$ cat src/design/mlp_pkg.sv
// Shared types, constants and helper functions for the two-input perceptron core.
`timescale 1ns / 1ps

package mlp_pkg;

  localparam int HIDDEN_DEF    = 4;
  localparam int SIG_DEPTH_DEF = 1024;

  localparam logic [1:0] OP_INFER = 2'd0;
  localparam logic [1:0] OP_TRAIN = 2'd1;
  localparam logic [1:0] OP_WRITE = 2'd2;

  localparam int        SLOT_W   = 6;
  localparam int        LR_W     = 19;
  localparam logic [LR_W-1:0] LR_RESET = 19'd65536;
  localparam logic [16:0] Q_ONE  = 17'd65536;
  localparam logic [16:0] Q_HALF = 17'd32768;
  localparam int        SPAN     = 524288;

  // State of one hidden unit as it travels around the ring.
  typedef struct packed {
    logic signed [31:0] w0;
    logic signed [31:0] w1;
    logic signed [31:0] b;
    logic signed [31:0] v;
    logic [16:0]        act;
  } unit_t;

  // Parameter write request seen by every cell.
  typedef struct packed {
    logic                en;
    logic [SLOT_W-1:0]   slot;
    logic signed [31:0]  value;
  } wr_t;

  function automatic logic fits32(input logic signed [47:0] v);
    return (v <= 48'sh0000_7FFF_FFFF) && (v >= -48'sh0000_8000_0000);
  endfunction

  function automatic logic signed [31:0] clip32(input logic signed [47:0] v);
    logic signed [31:0] r;
    if (v > 48'sh0000_7FFF_FFFF) r = 32'sh7FFF_FFFF;
    else if (v < -48'sh0000_8000_0000) r = 32'sh8000_0000;
    else r = v[31:0];
    return r;
  endfunction

  // Restoring long division, used only while building the table.
  function automatic longint unsigned udiv64(input longint unsigned n,
                                             input longint unsigned dv);
    longint unsigned q, r;
    q = 0;
    r = 0;
    for (int i = 63; i >= 0; i--) begin
      r = (r << 1) | ((n >> i) & 64'd1);
      if (r >= dv) begin
        r = r - dv;
        q = q | (64'd1 << i);
      end
    end
    return q;
  endfunction

  // Sigmoid table entry, evaluated at elaboration only.
  function automatic logic [16:0] sig_entry(input int idx, input int depth);
    longint unsigned n, q, bitv, u, a, term, e, d, s;
    longint x, sum;
    n = longint'(idx) * 1048576;
    q = 0;
    for (int k = 20; k >= 0; k--) begin
      bitv = 64'd1 << k;
      if ((q | bitv) * longint'(depth) <= n) q = q | bitv;
    end
    x = longint'(q) - SPAN;
    u = (x < 0) ? -x : x;
    a = u << 11;
    term = 64'd1 << 30;
    sum = 64'sd1 << 30;
    for (int k = 1; k <= 16; k++) begin
      term = udiv64((term * a) >> 30, 64'(k));
      if (k[0]) sum = sum - longint'(term);
      else sum = sum + longint'(term);
    end
    e = sum;
    for (int r = 0; r < 3; r++) e = (e * e) >> 30;
    d = (64'd1 << 30) + e;
    if (x >= 0) s = udiv64((64'd1 << 46) + (d >> 1), d);
    else s = udiv64(e * 65536 + (d >> 1), d);
    return s[16:0];
  endfunction

endpackage

$ cat src/design/mlp_cell.sv
// One hidden-unit cell of the rotating parameter ring.
`timescale 1ns / 1ps

module mlp_cell #(
  parameter int HIDDEN = mlp_pkg::HIDDEN_DEF,
  parameter int IDX    = 0
) (
  input  logic          clk,
  input  logic          rst,
  input  logic          shift,
  input  mlp_pkg::unit_t nbr,
  input  mlp_pkg::wr_t  wr,
  output mlp_pkg::unit_t q
);

  localparam logic [mlp_pkg::SLOT_W-1:0] SLOT_W0 = mlp_pkg::SLOT_W'(2 * IDX);
  localparam logic [mlp_pkg::SLOT_W-1:0] SLOT_W1 = mlp_pkg::SLOT_W'(2 * IDX + 1);
  localparam logic [mlp_pkg::SLOT_W-1:0] SLOT_B  = mlp_pkg::SLOT_W'(2 * HIDDEN + IDX);
  localparam logic [mlp_pkg::SLOT_W-1:0] SLOT_V  = mlp_pkg::SLOT_W'(3 * HIDDEN + IDX);

  always_ff @(posedge clk) begin
    if (rst) begin
      q <= '0;
    end else if (shift) begin
      q <= nbr;
    end else if (wr.en) begin
      // Writes only happen while the ring sits at its home position.
      if (wr.slot == SLOT_W0) q.w0 <= wr.value;
      if (wr.slot == SLOT_W1) q.w1 <= wr.value;
      if (wr.slot == SLOT_B)  q.b  <= wr.value;
      if (wr.slot == SLOT_V)  q.v  <= wr.value;
    end
  end

endmodule

$ cat config.mk
export PLATFORM = sky130hd
export DESIGN_NAME = mlp_cell
export DESIGN_NICKNAME = d
export VERILOG_FILES = /design/src/design/mlp_pkg.sv /design/src/design/mlp_cell.sv
export SDC_FILE = /design/constraint.sdc
export NUM_CORES = 1
export LEC_CHECK = 0
export ABC_AREA = 1
export BUFFER_PORTS_ARGS = -buffer_cell sky130_fd_sc_hd__buf_4
export CAP_MARGIN = 20
export CORE_AREA = 2 2 129 131
export DETAILED_ROUTE_END_ITERATION = 6
export DIE_AREA = 0 0 131 133
export PLACE_DENSITY = 0.82
export SLEW_MARGIN = 15
export SYNTH_ARGS = -nofsm -noshare
export SYNTH_HDL_FRONTEND = slang
export SYNTH_SLANG_ARGS = --single-unit
$ cat constraint.sdc
create_clock -name clk -period 1.5 [get_ports clk]
set_input_delay 0.3 -clock clk [delete_from_list [all_inputs] [get_ports clk]]
set_output_delay 0.3 -clock clk [all_outputs]
set_load 0.01 [all_outputs]
==> run_results.csv <==
group,metric,value,unit
run_status,status,"finished clean",
setup_path,cp.buffers_inverters,1,
cells_and_area,post_route_cells_drive_above_1_share,31.3,%
cells_and_area,largest_reg_flops,145,
worst_hold_path,whs_path_depth,3,
placement,port_buffers,331,
synthesis,ys_seq_area_share,44.1,%
setup_path,arrival,0.94,ns
clock_network,cts_made_buffers,17,
detailed_routing,vias_per_cell,5.19,
cells_and_area,fin_util,61.3,%
clock_network,cts.sinks,145,
placement,routabilityCongestion,0.828,
setup_path,reg2reg_depth,2,
timing,hold_violations,0,
global_route,antenna_found_initial,0,
setup_path,path_delay_family,"flip-flops",
job,drv_cap,0,
clock_network,clk_pin_slew,0.06,ns
global_route,grtUsageTotal,28.6,%
synthesis,synth_area_per_cell,6.72,um^2
global_route,grt_max_degree,118,
synthesis,ys_ff_latch,145,
detailed_routing,vias,7879,
power_and_ir_drop,peakVddDrop,0.677,mV
floorplanning,die_w,131,um
synthesis,synth_area,6580,um^2
power_and_ir_drop,p_leak,4.95,nW
global_route,gr-max-usage-layer,"met2",
global_route,grt_util_met2,47.9,%
global_route,first_global_vias,7222,
global_route,use_met3,8.33,%
setup_path,critPathMaxFanout,2,
global_route,grt_overflow,0,
timing,finClkSkew,0,ns
synthesis,ys_warn_count,0,
floorplanning,die_h,133,um
timing,layout_worst_path_cycle_share,82.6,%
timing,slew_headroom,61.7,%
timing,fin_tns_setup,0,ns
timing,rsz0062_at_grt,"no",
power_and_ir_drop,powerDensity,1020,nW/um^2
synthesis,netlist_instances,979,
clock_network,hold_buffers,0,
cells_and_area,diodes,0,
clock_network,cts_tree,"yes",
worst_hold_path,min_path_type,"input pin to flip-flop",
global_route,grt_first_pass_wirelength,38.3,mm
detailed_routing,routedWlPerCell,17.0,um
timing,report.final.slew_viol_count,0,
setup_path,cp.required,1.20,ns
timing,finalCriticalPeriod,1.24,ns
timing,clock.fmax,807,MHz
timing,setup_viol,0,
setup_path,end_kind,"output port",
setup_path,crit_chain,"buf_4",
timing,tightest_slew,0.574,ns
clock_network,post_cts_buffers,0,
cells_and_area,layout.nets,1474,
floorplanning,core-area,16200,um^2
setup_path,critical_path_depth,1,
floorplanning,initial_core_util,40.7,%
global_route,use_met1,32.9,%
floorplanning,ioPinCount,332,
setup_path,critical_path_class,"flip-flop to output port",
cells_and_area,synthToLayoutAreaGrowth,50.7,%
clock_network,clk-insertion-delay-late,0.42,ns
detailed_routing,drtAntennaViolNets,0,
clock_network,htree_num_levels,4,
floorplanning,die_area,17400,um^2
synthesis,synth_cell_types,15,
detailed_routing,drc,0,
synthesis,synth_fp_nets,1166,
clock_network,cts-resized-gates,0,
cells_and_area,top_register,"q",
cells_and_area,reg_top3,"q (145)",
setup_path,critPathMaxStageDelay,0.37,ns
clock_network,cts-root-buf,"clkbuf_16",
detailed_routing,firstDrtPassIters,5,
detailed_routing,wl,25.8,mm
detailed_routing,drtIter0Drc,626,
setup_path,crit_path_start_kind,"flip-flop",
cells_and_area,fillers,1440,
setup_path,cp_slowest_cell,"dfxtp_1",
placement,dp_hpwl,18.8,mm
floorplanning,row_count,47,
clock_network,cts_buffer_depth,2,
==> worst paths after layout <==
path | startpoint | endpoint | slack (ns)
worst max register to register | q[35] | q[35] | 0.80
worst min-delay path | nbr[16] | q[16] | 0.14
worst min register to register | q[11] | q[11] | 0.46
worst max-delay path | q[87] | q[87] | 0.26
==> metrics by stage <==
stage | power (W) | worst slack [ns] | std cells | instance area (um^2) | hold WS, ns
2_1_floorplan | 0.00513 | 0.406 | 979 | 6580 | 0.440
3_3_place_gp | 0.00614 | 0.118 | 1488 | 9370 | 0.450
3_5_place_dp | 0.00617 | 0.0568 | 1488 | 9370 | 0.456
4_1_cts | 0.0102 | 0.239 | 1518 | 9920 | 0.115
5_1_grt | 0.0105 | 0.230 | 1518 | 9920 | 0.133
6_report | 0.0101 | 0.260 | 1518 | 9920 | 0.136
==> logic make-up (layout without fill, tap and decap cells) <==
family	Yosys count	count (layout)	synth area share [%]
buffers and inverters	87	406	7.07
AO/OA/AOI/OAI	145	145	11.0
flip-flops	145	145	44.1
AND/OR/NAND/NOR	602	602	37.8
==> area by class of cell <==
| cell class | instances | area, um^2 | area share [%] |
|---|---|---|---|
| Timing Repair Buffer | 368 | 2940 | 29.6 |
| Inverter | 8 | 35.0 | 0.353 |
| Sequential cell | 145 | 2900 | 29.3 |
| Multi-Input combinational cell | 747 | 3210 | 32.4 |
| Clock buffer | 21 | 470 | 4.74 |
| Clock inverter | 9 | 85.1 | 0.858 |
| Tap cell | 220 | 275 | 2.77 |
==> where the power goes <==
group	total (W)	switching (W)	internal, W
Combinational	0.00189	0.000965	0.000926
Clock	0.00403	0.00164	0.00239
Sequential	0.00421	0.000129	0.00408
==> routing by layer <==
metal,up-vias,wire [um]
met4,0,1110
met1,3558,9280
met5,-,0
met2,463,12600
met3,63,2820
li1,3795,-
==> Yosys cell counts, drive strengths merged <==
cell type,n,area [um^2]
nand2,433,1650
nand3,161,806
a21oi,145,726
dfxtp,145,2900
buf,70,402
clkbuf,9,33.8
inv,8,30.0
nor2,8,37.5
==> layout by cell type, fill, tap and decap left out, drive strengths merged <==
cell      synthesis  layout
nand2           433     433
buf              70     368
nand3           161     161
a21oi           145     145
dfxtp           145     145
clkbuf            9      21
nor2              8       8
inv               8       8
clkinv            0       5
clkinvlp          0       3
bufinv            0       1
==> worst min-delay path, delay by kind of cell <==
kind | cells | cell delay, ns
buffers and inverters | 1 | 0.11
and+or+nand+nor | 1 | 0.05
AOI/OAI and AO/OA | 1 | 0.05
(Power assumes the default switching activity.)
